$ cat config.mk
export PLATFORM = sky130hd
export DESIGN_NAME = bounded_top_scores_tracker_core_flat
export DESIGN_NICKNAME = d
export VERILOG_FILES = /design/src/rtl/core/btst_pkg.sv /design/src/rtl/core/btst_in_if.sv /design/src/rtl/core/btst_out_if.sv /design/src/rtl/core/btst_ram.sv /design/src/rtl/core/bounded_top_scores_tracker_core.sv /design/src/flat_wrapper.sv
export SDC_FILE = /design/constraint.sdc
export NUM_CORES = 1
export LEC_CHECK = 0
export ABC_AREA = 1
export BUFFER_PORTS_ARGS = -buffer_cell sky130_fd_sc_hd__buf_2
export CAP_MARGIN = 20
export CORE_UTILIZATION = 55
export DETAILED_ROUTE_END_ITERATION = 10
export PLACE_DENSITY_LB_ADDON = 0.25
export SYNTH_ARGS = -nofsm -noshare
export SYNTH_HDL_FRONTEND = slang
export SYNTH_SLANG_ARGS = --single-unit
$ cat constraint.sdc
create_clock -name clk -period 15.44 [get_ports clk]
set_input_delay 0.772 -clock clk [delete_from_list [all_inputs] [get_ports clk]]
set_output_delay 0.772 -clock clk [all_outputs]
set_load 0.1 [all_outputs]
$ cat src/rtl/core/btst_pkg.sv
package btst_pkg;

    // Default sizes for the tracker.
    localparam int CAPACITY_DEF   = 4;
    localparam int ID_BITS_DEF    = 24;
    localparam int SCORE_BITS_DEF = 32;

    // Fixed field widths.
    localparam int FUNC_W   = 3;
    localparam int STATUS_W = 4;
    localparam int TOTAL_W  = 3;

    // Operation codes carried by the func field.
    typedef enum logic [FUNC_W-1:0] {
        FUNC_OFFER  = 3'd0,
        FUNC_PEEK   = 3'd1,
        FUNC_POP    = 3'd2,
        FUNC_DELETE = 3'd3,
        FUNC_QUERY  = 3'd4
    } func_t;

    // Result status codes.
    typedef enum logic [STATUS_W-1:0] {
        STAT_INSERTED  = 4'd0,
        STAT_REPLACED  = 4'd1,
        STAT_REJECTED  = 4'd2,
        STAT_DUPLICATE = 4'd3,
        STAT_RETURNED  = 4'd4,
        STAT_EMPTY     = 4'd5,
        STAT_DELETED   = 4'd6,
        STAT_ABSENT    = 4'd7,
        STAT_ANSWERED  = 4'd8
    } status_t;

    // Sequencer states.
    typedef enum logic [3:0] {
        ST_IDLE   = 4'b0001,
        ST_SCAN   = 4'b0010,
        ST_APPLY  = 4'b0100,
        ST_FINISH = 4'b1000
    } state_t;

endpackage

$ cat src/rtl/core/btst_in_if.sv
interface btst_in_if #(
    parameter int ID_W    = btst_pkg::ID_BITS_DEF,
    parameter int SCORE_W = btst_pkg::SCORE_BITS_DEF
);
    import btst_pkg::*;

    logic                      valid;
    logic                      ready;
    logic [FUNC_W-1:0]         func;
    logic [ID_W-1:0]           item_id;
    logic signed [SCORE_W-1:0] score;

    modport source (output valid, output func, output item_id, output score, input ready);
    modport sink   (input valid, input func, input item_id, input score, output ready);

endinterface

$ cat src/rtl/core/btst_out_if.sv
interface btst_out_if #(
    parameter int ID_W    = btst_pkg::ID_BITS_DEF,
    parameter int SCORE_W = btst_pkg::SCORE_BITS_DEF
);
    import btst_pkg::*;

    logic                      valid;
    logic                      ready;
    logic [STATUS_W-1:0]       status;
    logic [ID_W-1:0]           out_id;
    logic signed [SCORE_W-1:0] out_score;
    logic                      is_top;
    logic [TOTAL_W-1:0]        entry_total;

    modport source (
        output valid, output status, output out_id, output out_score,
        output is_top, output entry_total, input ready
    );
    modport sink (
        input valid, input status, input out_id, input out_score,
        input is_top, input entry_total, output ready
    );

endinterface

$ cat src/rtl/core/btst_ram.sv
module btst_ram #(
    parameter int WIDTH = 8,
    parameter int DEPTH = 4
) (
    input  logic                     clk,
    input  logic                     we,
    input  logic [$clog2(DEPTH)-1:0] waddr,
    input  logic [WIDTH-1:0]         wdata,
    input  logic [$clog2(DEPTH)-1:0] raddr,
    output logic [WIDTH-1:0]         rdata
);

    logic [WIDTH-1:0] mem_reg [DEPTH];
    logic [WIDTH-1:0] rdata_reg;

    // One write port and one registered read port.
    always_ff @(posedge clk)
    begin
        if (we)
        begin
            mem_reg[waddr] <= wdata;
        end
        rdata_reg <= mem_reg[raddr];
    end

    assign rdata = rdata_reg;

endmodule

$ cat src/rtl/core/bounded_top_scores_tracker_core.sv
// Channel  Direction  Handshake     Payload
// in_ch    input      valid/ready   func, item_id, score
// out_ch   output     valid/ready   status, out_id, out_score, is_top, entry_total
//
// Each transaction is scanned one slot per cycle through a single read port of the
// slot memory, with one shared signed comparator. After an offer that writes a slot,
// the lowest slot is found again by a second scan.
// The input is ready only in the idle state; a held result stalls only the finish step.
// Reset (rst_n, asynchronous) clears all valid bits, the count and the victim slot.
module bounded_top_scores_tracker_core #(
    parameter int CAPACITY   = btst_pkg::CAPACITY_DEF,
    parameter int ID_BITS    = btst_pkg::ID_BITS_DEF,
    parameter int SCORE_BITS = btst_pkg::SCORE_BITS_DEF
) (
    input  logic        clk,
    input  logic        rst_n,
    btst_in_if.sink     in_ch,
    btst_out_if.source  out_ch
);
    import btst_pkg::*;

    localparam int IDX_W  = $clog2(CAPACITY);
    localparam int SCAN_W = $clog2(CAPACITY + 1);
    localparam int CNT_W  = $clog2(CAPACITY + 1);
    localparam int WORD_W = ID_BITS + SCORE_BITS;
    localparam logic signed [SCORE_BITS-1:0] SCORE_MIN = {1'b1, {(SCORE_BITS-1){1'b0}}};

    // Control registers.
    state_t                   state_reg, state_next;
    logic [SCAN_W-1:0]        scan_idx_reg, scan_idx_next;
    logic                     rd_live_reg, rd_live_next;
    logic                     pass_victim_reg, pass_victim_next;
    logic                     found_reg, found_next;
    logic [CAPACITY-1:0]      valid_reg, valid_next;
    logic [CNT_W-1:0]         count_reg, count_next;
    logic [IDX_W-1:0]         victim_idx_reg, victim_idx_next;
    logic signed [SCORE_BITS-1:0] victim_score_reg, victim_score_next;
    logic                     out_valid_reg, out_valid_next;

    // Payload registers.
    logic [IDX_W-1:0]         eval_idx_reg, eval_idx_next;
    logic [IDX_W-1:0]         best_idx_reg, best_idx_next;
    logic                     best_valid_reg, best_valid_next;
    logic signed [SCORE_BITS-1:0] best_score_reg, best_score_next;
    logic [ID_BITS-1:0]       best_id_reg, best_id_next;
    func_t                    op_func_reg, op_func_next;
    logic [ID_BITS-1:0]       op_id_reg, op_id_next;
    logic signed [SCORE_BITS-1:0] op_score_reg, op_score_next;
    status_t                  res_status_reg, res_status_next;
    logic [ID_BITS-1:0]       res_id_reg, res_id_next;
    logic signed [SCORE_BITS-1:0] res_score_reg, res_score_next;
    logic                     res_top_reg, res_top_next;
    status_t                  out_status_reg, out_status_next;
    logic [ID_BITS-1:0]       out_id_reg, out_id_next;
    logic signed [SCORE_BITS-1:0] out_score_reg, out_score_next;
    logic                     out_top_reg, out_top_next;
    logic [TOTAL_W-1:0]       out_total_reg, out_total_next;

    // Slot memory and scan datapath.
    logic                     ram_we;
    logic [IDX_W-1:0]         ram_raddr;
    logic [WORD_W-1:0]        ram_rdata;
    logic signed [SCORE_BITS-1:0] rd_score;
    logic [ID_BITS-1:0]       rd_id;
    logic                     slot_v;
    logic                     scan_more;
    logic signed [SCORE_BITS-1:0] cmp_a, cmp_b;
    logic                     cmp_gt;
    logic                     store_full;
    logic                     out_free;

    btst_ram #(
        .WIDTH (WORD_W),
        .DEPTH (CAPACITY)
    ) u_slot_ram (
        .clk   (clk),
        .we    (ram_we),
        .waddr (victim_idx_reg),
        .wdata ({op_id_reg, op_score_reg}),
        .raddr (ram_raddr),
        .rdata (ram_rdata)
    );

    assign scan_more = scan_idx_reg < SCAN_W'(CAPACITY);
    assign ram_raddr = scan_more ? scan_idx_reg[IDX_W-1:0] : '0;
    assign rd_score  = ram_rdata[SCORE_BITS-1:0];
    assign rd_id     = ram_rdata[WORD_W-1 -: ID_BITS];
    assign slot_v    = valid_reg[eval_idx_reg];
    assign store_full = count_reg >= CNT_W'(CAPACITY);
    assign out_free  = !out_valid_reg || out_ch.ready;

    // Shared comparator: operands depend on the step in progress.
    always_comb
    begin
        if (state_reg == ST_APPLY)
        begin
            cmp_a = op_score_reg;
            cmp_b = victim_score_reg;
        end
        else if (pass_victim_reg)
        begin
            cmp_a = best_score_reg;
            cmp_b = rd_score;
        end
        else if (op_func_reg == FUNC_QUERY)
        begin
            cmp_a = rd_score;
            cmp_b = op_score_reg;
        end
        else
        begin
            cmp_a = rd_score;
            cmp_b = best_score_reg;
        end
    end

    assign cmp_gt = cmp_a > cmp_b;

    // Sequencer and next-state logic.
    always_comb
    begin
        state_next        = state_reg;
        scan_idx_next     = scan_idx_reg;
        rd_live_next      = rd_live_reg;
        pass_victim_next  = pass_victim_reg;
        found_next        = found_reg;
        valid_next        = valid_reg;
        count_next        = count_reg;
        victim_idx_next   = victim_idx_reg;
        victim_score_next = victim_score_reg;
        out_valid_next    = out_valid_reg;
        eval_idx_next     = eval_idx_reg;
        best_idx_next     = best_idx_reg;
        best_valid_next   = best_valid_reg;
        best_score_next   = best_score_reg;
        best_id_next      = best_id_reg;
        op_func_next      = op_func_reg;
        op_id_next        = op_id_reg;
        op_score_next     = op_score_reg;
        res_status_next   = res_status_reg;
        res_id_next       = res_id_reg;
        res_score_next    = res_score_reg;
        res_top_next      = res_top_reg;
        out_status_next   = out_status_reg;
        out_id_next       = out_id_reg;
        out_score_next    = out_score_reg;
        out_top_next      = out_top_reg;
        out_total_next    = out_total_reg;
        ram_we            = 1'b0;

        // The downstream side takes the held result.
        if (out_valid_reg && out_ch.ready)
        begin
            out_valid_next = 1'b0;
        end

        unique case (state_reg)
            ST_IDLE:
            begin
                if (in_ch.valid)
                begin
                    op_func_next     = func_t'(in_ch.func);
                    op_id_next       = in_ch.item_id;
                    op_score_next    = in_ch.score;
                    scan_idx_next    = '0;
                    rd_live_next     = 1'b0;
                    found_next       = 1'b0;
                    pass_victim_next = 1'b0;
                    state_next       = ST_SCAN;
                end
            end

            ST_SCAN:
            begin
                // Evaluate the slot whose data arrived this cycle.
                if (rd_live_reg)
                begin
                    if (pass_victim_reg)
                    begin
                        if ((eval_idx_reg == '0) || (best_valid_reg && !slot_v)
                            || (slot_v && best_valid_reg && cmp_gt))
                        begin
                            best_idx_next   = eval_idx_reg;
                            best_valid_next = slot_v;
                            best_score_next = rd_score;
                        end
                    end
                    else
                    begin
                        unique case (op_func_reg)
                            FUNC_OFFER, FUNC_DELETE:
                            begin
                                if (slot_v && (rd_id == op_id_reg) && !found_reg)
                                begin
                                    found_next    = 1'b1;
                                    best_idx_next = eval_idx_reg;
                                end
                            end
                            FUNC_PEEK, FUNC_POP:
                            begin
                                if (slot_v && (!found_reg || cmp_gt))
                                begin
                                    found_next      = 1'b1;
                                    best_idx_next   = eval_idx_reg;
                                    best_score_next = rd_score;
                                    best_id_next    = rd_id;
                                end
                            end
                            FUNC_QUERY:
                            begin
                                if (slot_v && cmp_gt)
                                begin
                                    found_next = 1'b1;
                                end
                            end
                            default:
                            begin
                                found_next = found_reg;
                            end
                        endcase
                    end
                end

                // Issue the next read, or close the scan.
                if (scan_more)
                begin
                    eval_idx_next = scan_idx_reg[IDX_W-1:0];
                    scan_idx_next = scan_idx_reg + SCAN_W'(1);
                    rd_live_next  = 1'b1;
                end
                else
                begin
                    rd_live_next = 1'b0;
                    if (pass_victim_reg)
                    begin
                        victim_idx_next   = best_idx_next;
                        victim_score_next = best_valid_next ? best_score_next : SCORE_MIN;
                        state_next        = ST_FINISH;
                    end
                    else
                    begin
                        state_next = ST_APPLY;
                    end
                end
            end

            ST_APPLY:
            begin
                res_id_next    = '0;
                res_score_next = '0;
                res_top_next   = 1'b0;
                state_next     = ST_FINISH;
                unique case (op_func_reg)
                    FUNC_OFFER:
                    begin
                        if (store_full && !cmp_gt)
                        begin
                            res_status_next = STAT_REJECTED;
                        end
                        else if (found_reg)
                        begin
                            res_status_next = STAT_DUPLICATE;
                        end
                        else
                        begin
                            // Write the victim slot, then find the new lowest slot.
                            ram_we = 1'b1;
                            if (!store_full)
                            begin
                                valid_next[victim_idx_reg] = 1'b1;
                                count_next      = count_reg + CNT_W'(1);
                                res_status_next = STAT_INSERTED;
                            end
                            else
                            begin
                                res_status_next = STAT_REPLACED;
                            end
                            scan_idx_next    = '0;
                            rd_live_next     = 1'b0;
                            pass_victim_next = 1'b1;
                            state_next       = ST_SCAN;
                        end
                    end
                    FUNC_PEEK, FUNC_POP:
                    begin
                        if (!found_reg)
                        begin
                            res_status_next = STAT_EMPTY;
                        end
                        else
                        begin
                            res_status_next = STAT_RETURNED;
                            res_id_next     = best_id_reg;
                            res_score_next  = best_score_reg;
                            if (op_func_reg == FUNC_POP)
                            begin
                                valid_next[best_idx_reg] = 1'b0;
                                victim_idx_next   = best_idx_reg;
                                victim_score_next = SCORE_MIN;
                                if (count_reg != '0)
                                begin
                                    count_next = count_reg - CNT_W'(1);
                                end
                            end
                        end
                    end
                    FUNC_DELETE:
                    begin
                        if (found_reg)
                        begin
                            res_status_next = STAT_DELETED;
                            valid_next[best_idx_reg] = 1'b0;
                            victim_idx_next   = best_idx_reg;
                            victim_score_next = SCORE_MIN;
                            if (count_reg != '0)
                            begin
                                count_next = count_reg - CNT_W'(1);
                            end
                        end
                        else
                        begin
                            res_status_next = STAT_ABSENT;
                        end
                    end
                    FUNC_QUERY:
                    begin
                        res_status_next = STAT_ANSWERED;
                        res_top_next    = !found_reg;
                    end
                    default:
                    begin
                        res_status_next = STAT_REJECTED;
                    end
                endcase
            end

            ST_FINISH:
            begin
                // Move the result into the output register once it is free.
                if (out_free)
                begin
                    out_valid_next  = 1'b1;
                    out_status_next = res_status_reg;
                    out_id_next     = res_id_reg;
                    out_score_next  = res_score_reg;
                    out_top_next    = res_top_reg;
                    out_total_next  = TOTAL_W'(count_reg);
                    state_next      = ST_IDLE;
                end
            end

            default:
            begin
                state_next = ST_IDLE;
            end
        endcase
    end

    // Control state with reset.
    always_ff @(posedge clk or negedge rst_n)
    begin
        if (!rst_n)
        begin
            state_reg        <= ST_IDLE;
            scan_idx_reg     <= '0;
            rd_live_reg      <= 1'b0;
            pass_victim_reg  <= 1'b0;
            found_reg        <= 1'b0;
            valid_reg        <= '0;
            count_reg        <= '0;
            victim_idx_reg   <= '0;
            victim_score_reg <= SCORE_MIN;
            out_valid_reg    <= 1'b0;
        end
        else
        begin
            state_reg        <= state_next;
            scan_idx_reg     <= scan_idx_next;
            rd_live_reg      <= rd_live_next;
            pass_victim_reg  <= pass_victim_next;
            found_reg        <= found_next;
            valid_reg        <= valid_next;
            count_reg        <= count_next;
            victim_idx_reg   <= victim_idx_next;
            victim_score_reg <= victim_score_next;
            out_valid_reg    <= out_valid_next;
        end
    end

    // Payload registers.
    always_ff @(posedge clk)
    begin
        eval_idx_reg   <= eval_idx_next;
        best_idx_reg   <= best_idx_next;
        best_valid_reg <= best_valid_next;
        best_score_reg <= best_score_next;
        best_id_reg    <= best_id_next;
        op_func_reg    <= op_func_next;
        op_id_reg      <= op_id_next;
        op_score_reg   <= op_score_next;
        res_status_reg <= res_status_next;
        res_id_reg     <= res_id_next;
        res_score_reg  <= res_score_next;
        res_top_reg    <= res_top_next;
        out_status_reg <= out_status_next;
        out_id_reg     <= out_id_next;
        out_score_reg  <= out_score_next;
        out_top_reg    <= out_top_next;
        out_total_reg  <= out_total_next;
    end

    // Channel outputs.
    assign in_ch.ready        = state_reg == ST_IDLE;
    assign out_ch.valid       = out_valid_reg;
    assign out_ch.status      = out_status_reg;
    assign out_ch.out_id      = out_id_reg;
    assign out_ch.out_score   = out_score_reg;
    assign out_ch.is_top      = out_top_reg;
    assign out_ch.entry_total = out_total_reg;

endmodule
$ cat src/flat_wrapper.sv
// flat-port wrapper written by rule: the top's interface ports become plain ports
module bounded_top_scores_tracker_core_flat import btst_pkg::*;
#(
    parameter int CAPACITY   = btst_pkg::CAPACITY_DEF,
    parameter int ID_BITS    = btst_pkg::ID_BITS_DEF,
    parameter int SCORE_BITS = btst_pkg::SCORE_BITS_DEF
)
  (clk, rst_n, in_ch_valid, in_ch_func, in_ch_item_id, in_ch_score, in_ch_ready, out_ch_valid, out_ch_status, out_ch_out_id, out_ch_out_score, out_ch_is_top, out_ch_entry_total, out_ch_ready);
  btst_in_if in_ch_i ();
  btst_out_if out_ch_i ();
  input  logic clk;
  input  logic rst_n;
  input wire logic [$bits(in_ch_i.valid)-1:0] in_ch_valid;
  input wire logic [$bits(in_ch_i.func)-1:0] in_ch_func;
  input wire logic [$bits(in_ch_i.item_id)-1:0] in_ch_item_id;
  input wire logic [$bits(in_ch_i.score)-1:0] in_ch_score;
  output wire logic [$bits(in_ch_i.ready)-1:0] in_ch_ready;
  output wire logic [$bits(out_ch_i.valid)-1:0] out_ch_valid;
  output wire logic [$bits(out_ch_i.status)-1:0] out_ch_status;
  output wire logic [$bits(out_ch_i.out_id)-1:0] out_ch_out_id;
  output wire logic [$bits(out_ch_i.out_score)-1:0] out_ch_out_score;
  output wire logic [$bits(out_ch_i.is_top)-1:0] out_ch_is_top;
  output wire logic [$bits(out_ch_i.entry_total)-1:0] out_ch_entry_total;
  input wire logic [$bits(out_ch_i.ready)-1:0] out_ch_ready;
  assign in_ch_i.valid = in_ch_valid;
  assign in_ch_i.func = in_ch_func;
  assign in_ch_i.item_id = in_ch_item_id;
  assign in_ch_i.score = in_ch_score;
  assign in_ch_ready = in_ch_i.ready;
  assign out_ch_valid = out_ch_i.valid;
  assign out_ch_status = out_ch_i.status;
  assign out_ch_out_id = out_ch_i.out_id;
  assign out_ch_out_score = out_ch_i.out_score;
  assign out_ch_is_top = out_ch_i.is_top;
  assign out_ch_entry_total = out_ch_i.entry_total;
  assign out_ch_i.ready = out_ch_ready;
  bounded_top_scores_tracker_core #(.CAPACITY(CAPACITY), .ID_BITS(ID_BITS), .SCORE_BITS(SCORE_BITS)) u_core (.clk(clk), .rst_n(rst_n), .in_ch(in_ch_i), .out_ch(out_ch_i));
endmodule
# [Yosys cells after proc, flatten, opt, wreduce, memory -nomap -nowiden]
# Memory sizes are Yosys's and may differ from the RTL's. A register that Yosys moved wholly into a read port is not among the register bits.
# Cells that the tools add are included.
[op_classes] eq_ne=33 n_bitwise=4 addsub=3 order_cmp=8 muxes=103 reduce_logical=41
[ops] op="two-way mux 32 bit" count=16
[ops] op="one-hot mux 32 bit (2 select lines)" count=2
[ops] op="two-way mux 4 bit" count=15
[ops] op="two-way mux 3 bit" count=12
[ops] op="greater-than comparator 32 bit" count=1
[ops] op="two-way mux 1 bit" count=32
[ops] op="one-hot mux 4 bit (4 select lines)" count=2
[ops] op="== test 24 bit" count=1
[ops] op="two-way mux 2 bit" count=11
[ops] op="inequality test 2 bit, second input constant" count=9
[ops] op="one-hot mux 3 bit (3 select lines)" count=2
[ops] op="AND reduction 8 bit" count=2
[ops] op="AND reduction 5 bit" count=3
[ops] op="inequality test 2 x 1 -> 1 bit, second input constant" count=7
[ops] op="inequality test 3 x 2 -> 1 bit, second input constant" count=4
[ops] op="one-hot mux 2 bit (2 select lines)" count=3
[ops] op="one-hot mux 4 bit (3 select lines)" count=1
[ops] op="logical AND 1 bit" count=11
[ops] op="< comparator 2 x 3 -> 1 bit, second input constant" count=3
[ops] op="inequality test 3 bit, second input constant" count=3
[ops] op="nonzero test 3 bit" count=3
[ops] op="AND reduction 2 bit" count=4
[ops] op="AND reduction 7 bit" count=1
[ops] op="adder 3 x 1 -> 3 bit, second input constant" count=2
[ops] op="28 further kinds" count=42
[totals] n_memories=1 ram_bits=224 regBits=297
[memory_table] name="u_core.u_slot_ram.mem_reg" depth=4 width=56 rd=1 rd_ports_with_merged_regs=1 wr=1 line="btst_ram.sv:13" rtl="logic [WIDTH-1:0] mem_reg [DEPTH];"

# [Longest topological paths before layout]
[logic_depth] word_depth=15 depth_mapped=33 ltp_nobuf=31

# [By module]
# Synthesis repeated with hierarchy kept, for this count alone.
[unflattened] cells_unflattened=2471 area_unflattened_um2=25241.7
[modules_own_cells] module="bounded_top_scores_tracker_core" n_inst=1 area_per_inst_um2=14657.8 cells_per_inst=1529
[modules_own_cells] module="btst_ram" n_inst=1 area_per_inst_um2=10583.9 cells_per_inst=942

# [Worst setup path before layout]
# Ideal clock, no wire load.
[synth_timing] path_kind="reg2reg" start="reg u_core.state_reg[1]" end="mem u_core.u_slot_ram.mem_reg[1][0] in the netlist's numbering (enable)" stages_incl_launch_ff=24 n_path_buf=2 synth_period_minus_slack_ps=9208 arrival_ps=8669 path_slack_ps=6232 setup_time_ps=539 cell_sequence="dfrtp_1 nor2_1 inv_1 nor3_1 clkbuf_1 buf_1 a21oi_1 o21ai_0 o21ai_0 ha_1 nand2_1 inv_2 nand3_2 nor2_2 nand4_1 nor2_2 nand2_1 nand3_2 nand3_2 nand2_1 a21oi_1 nor3_1 nand2_1 nor3_1"
[synth_via] elab_chain_cells=10
[synth_lines] item="from (decl)" line="bounded_top_scores_tracker_core.sv:29" rtl="state_t state_reg, state_next;"
[synth_lines] item="from (signal assigned)" line="bounded_top_scores_tracker_core.sv:377" rtl="state_reg <= state_next;"
[synth_lines] item="== test 4 x 3 -> 1 bit *" line="bounded_top_scores_tracker_core.sv:95, bounded_top_scores_tracker_core.sv:157"
[synth_lines] item="two-way mux 32 bit" line="bounded_top_scores_tracker_core.sv:95" rtl="if (state_reg == ST_APPLY)"
[synth_lines] item="greater-than comparator 32 bit" line="bounded_top_scores_tracker_core.sv:117" rtl="assign cmp_gt = cmp_a > cmp_b;"
[synth_lines] item="logical NOT 1 bit" line="bounded_top_scores_tracker_core.sv:256" rtl="if (store_full && !cmp_gt)"
[synth_lines] item="logical AND 1 bit" line="bounded_top_scores_tracker_core.sv:256"
[synth_lines] item="two-way mux 1 bit" line="bounded_top_scores_tracker_core.sv:256"
[synth_lines] item="two-way mux 1 bit" line="bounded_top_scores_tracker_core.sv:253" rtl="unique case (op_func_reg)"
[synth_lines] item="two-way mux 1 bit *" line="bounded_top_scores_tracker_core.sv:157" rtl="unique case (state_reg)"
[synth_lines] item="two-way mux 1 bit *" line="btst_ram.sv:19" rtl="if (we)"
[synth_lines] item="two-way mux 1 bit (implied by the code) *" line="btst_ram.sv:21" rtl="mem_reg[waddr] <= wdata;"
[synth_lines] item="to (decl)" line="btst_ram.sv:13"
# Mark *: on every way between the ends. The rest lies on a longest branch, timed or not.

# [Final worst setup path]
[layout_timing] start="reg u_core.state_reg[1]" end="mem u_core.u_slot_ram.mem_reg[1][10] in the netlist's numbering (enable)"
# The elaborated chain is that of the path after synthesis.

==> impl_metrics.toml <==
[run_status]
status = "completed"

[power_and_ir_drop]
switching_power_mw = 1.921
p_clk_frac = 0.254
p_leak_nw = 10.29
power_frac_seq = 0.444
powerDensity_nw_per_um2 = 192.9
power_mw = 5.204
combPwrFrac = 0.302
intPower_mw = 3.283
peakVddDrop_v = 0.0001063
switching_share = 0.3691

[detailed_routing]
ant_nets = 0
num_vias = 16460
drcViolationCount = 0
drt_wl_total_um = 55190
drt_iter0_markers = 1762
dr.pass1.iters = 6
viasPerCell = 5.759
wl_per_cell_um = 19.30

[placed_design]
port_buffers = 128
placedCellCount = 2757
dp_worst_setup_slack_ns = 9.853
place_area_um2 = 25180
hpwlAfterDp_um = 34040
gp_congestion = 0.9257

[timing]
setup_viol = 0
rsz0062_at_grt = "false"
fin_crit_sh = 0.3649
tns_ns = 0
worst_pin_slew_ns = 1.081
hold_viol_final = 0
setup_ws_ns = 9.805
fin_crit_ns = 5.635
report.final.slew_viol_count = 0
timing.fmax_mhz = 177.5
relSlewSlack = 0.2791
hold_ws_ns = 0.3195
finClkSkew_ns = 0.03706

[worst_setup_path]
worst_setup_path_start_kind = "register"
required_ns = 15.67
crit_type = "reg -> reg"
slowest_delay_ns = 0.75
r2r_cells = 25
critical_path_arrival_ns = 5.87
worstPathMaxFanout = 72
worst_path_most_repeated_cell = "nand2_1"
worstSetupEndpointType = "register"
worst_path_max_delay_cell = "buf_4"

[yosys]
synth_edf_count = 469
synth_ff_type = "edfxtp_1"
yosys-top-cells-count = "469 x edfxtp_1, 409 x nand2_1, 203 x o21ai_0, 200 x a21oi_1, 164 x inv_1"
ys_top_cells_by_area = "edfxtp_1 59%, nand2_1 6.4%, dfrtp_1 5.2%"
yosysSeqAreaShare = 0.6863
syn_inst = 2139
ys_ff_latch = 577
synth_area_um2 = 24050
syn_avg_cell_area_um2 = 11.25
synthArstFlopShare = 0.09012
yosysMostFrequentCell = "edfxtp_1"
netlist.area_leader.share = 0.5855
yosysWarningCount = 0
synth.distinct_cells = 39
synth_nets = 2236
netlist.top_cell.by_area = "edfxtp_1"

[die]
start_util = 0.5584
num_io_pins = 129
core_area_um2 = 43080
dieArea_um2 = 44580
std_cell_rows = 76
die_height_um = 211.1
die_width_um = 211.1

[final_layout]
drive_gt1_frac = 0.1337
post-route-util = 0.6262
area_growth_pct = 12.14
design_area_um2 = 26970
finalNonFillerCells = 2859
largest_reg_flops = 224
layout.nets = 2325
fillers = 3289

[cts]
path_clk_slew_ns = 0.07
numCtsBuffers = 54
cts_sinks = 577
cts_max_level = 2
cts_setup_buffers = 0
clk_path_buf_depth = 3
cts_root_buf = "clkbuf_16"
postCtsHoldBufs = 0
cts.repair.resized = 0
cts_tree = "yes"
clock_latency_ns = 0.63

[min_path]
hp-class = "in -> reg"
holdPathStages = 1

[grt]
antenna_found_initial = 1
grt_pass1_wl_um = 85790
gr-usage-all-layers = 0.2517
first_global_vias = 15500
overflow = 0
grt_max_degree = 123

[run]
cap_viol_max_count = 0
==> power groups by stage <==
stage | clock network [mW] | logic (mW) | registers [mW]
2_1_floorplan | 0 | 1.15 | 2.27
3_3_place_gp | 0 | 1.51 | 2.32
3_5_place_dp | 0 | 1.56 | 2.33
4_1_cts | 1.35 | 1.56 | 2.30
5_1_grt | 1.41 | 1.78 | 2.33
6_report | 1.32 | 1.57 | 2.31
==> per-layer routing <==
layer  wire length [µm]  track usage
met2              24500       0.3719
met4               1252      0.08571
met5                  0            0
met3               5470      0.05352
met1              23960       0.3711
==> final cells by class <==
class	instances	area, µm²	share of cell area
Multi-Input combinational cell	1275	6480	0.2402
Timing Repair Buffer	152	820.8	0.03043
Inverter	168	633.1	0.02347
Sequential cell	577	16510	0.6122
Clock inverter	23	239.0	0.008859
Antenna cell	1	2.502	0.00009277
Tap cell	585	732.0	0.02713
Clock buffer	78	1553	0.05756
==> cell families after synthesis <==
logic type,Yosys count,share of synthesized area
adder cells (fa/ha/maj),34,0.01800
flip-flops,577,0.6863
multiplexers,1,0.0004681
buffers and inverters,287,0.04733
XOR/XNOR,8,0.002913
AO/OA/AOI/OAI,567,0.1298
AND/OR/NAND/NOR,665,0.1152
==> worst paths after layout <==
path / slack (ns) / start / to
hold reg to reg: 0.42 / u_core.res_score_reg[7] / u_core.out_ch.out_score[7]
hold / removal: 0.32 / in_ch_item_id[6] / u_core.op_id_reg[6]
setup reg to reg: 9.81 / u_core.state_reg[1] / u_core.u_slot_ram.mem_reg[1][10]
setup / recovery: 9.81 / u_core.state_reg[1] / u_core.u_slot_ram.mem_reg[1][10]
min in group asynchronous: 0.34 / rst_n / u_core.victim_score_reg[14]
max in group asynchronous: 14.47 / rst_n / u_core.pass_victim_reg
==> critical path, delay by kind of cell (launching register included) <==
| kind | cells | cell delay [ns] |
|---|---|---|
| fa+ha+maj | 1 | 0.33 |
| buf+inv | 5 | 1.88 |
| simple gates | 14 | 1.93 |
| flops | 1 | 0.38 |
| compound gates | 5 | 0.56 |
==> layout by cell type, fill, tap and decap left out, types with 4 or more instances in the layout <==
| cell type | instances |
|---|---|
| ha_1 | 33 |
| nor3_1 | 11 |
| buf_4 | 24 |
| or2_2 | 8 |
| nand3_1 | 88 |
| edfxtp_1 | 469 |
| clkbuf_16 | 55 |
| nor2_4 | 7 |
| dfrtp_1 | 47 |
| o22ai_1 | 58 |
| o21ai_1 | 33 |
| clkbuf_8 | 9 |
| nand2_2 | 4 |
| o21ai_0 | 203 |
| a21oi_1 | 200 |
| clkinv_1 | 8 |
| clkinv_2 | 5 |
| clkbuf_1 | 14 |
| xor2_1 | 4 |
| o211ai_1 | 34 |
| nand4_1 | 18 |
| nor2_1 | 104 |
| nand2_1 | 408 |
| buf_2 | 128 |
| o21ai_2 | 29 |
| inv_1 | 161 |
| dfxtp_1 | 56 |
| xnor2_1 | 4 |
| inv_2 | 6 |
| a31oi_1 | 6 |
No activity file was read; power rests on OpenSTA's default activity.
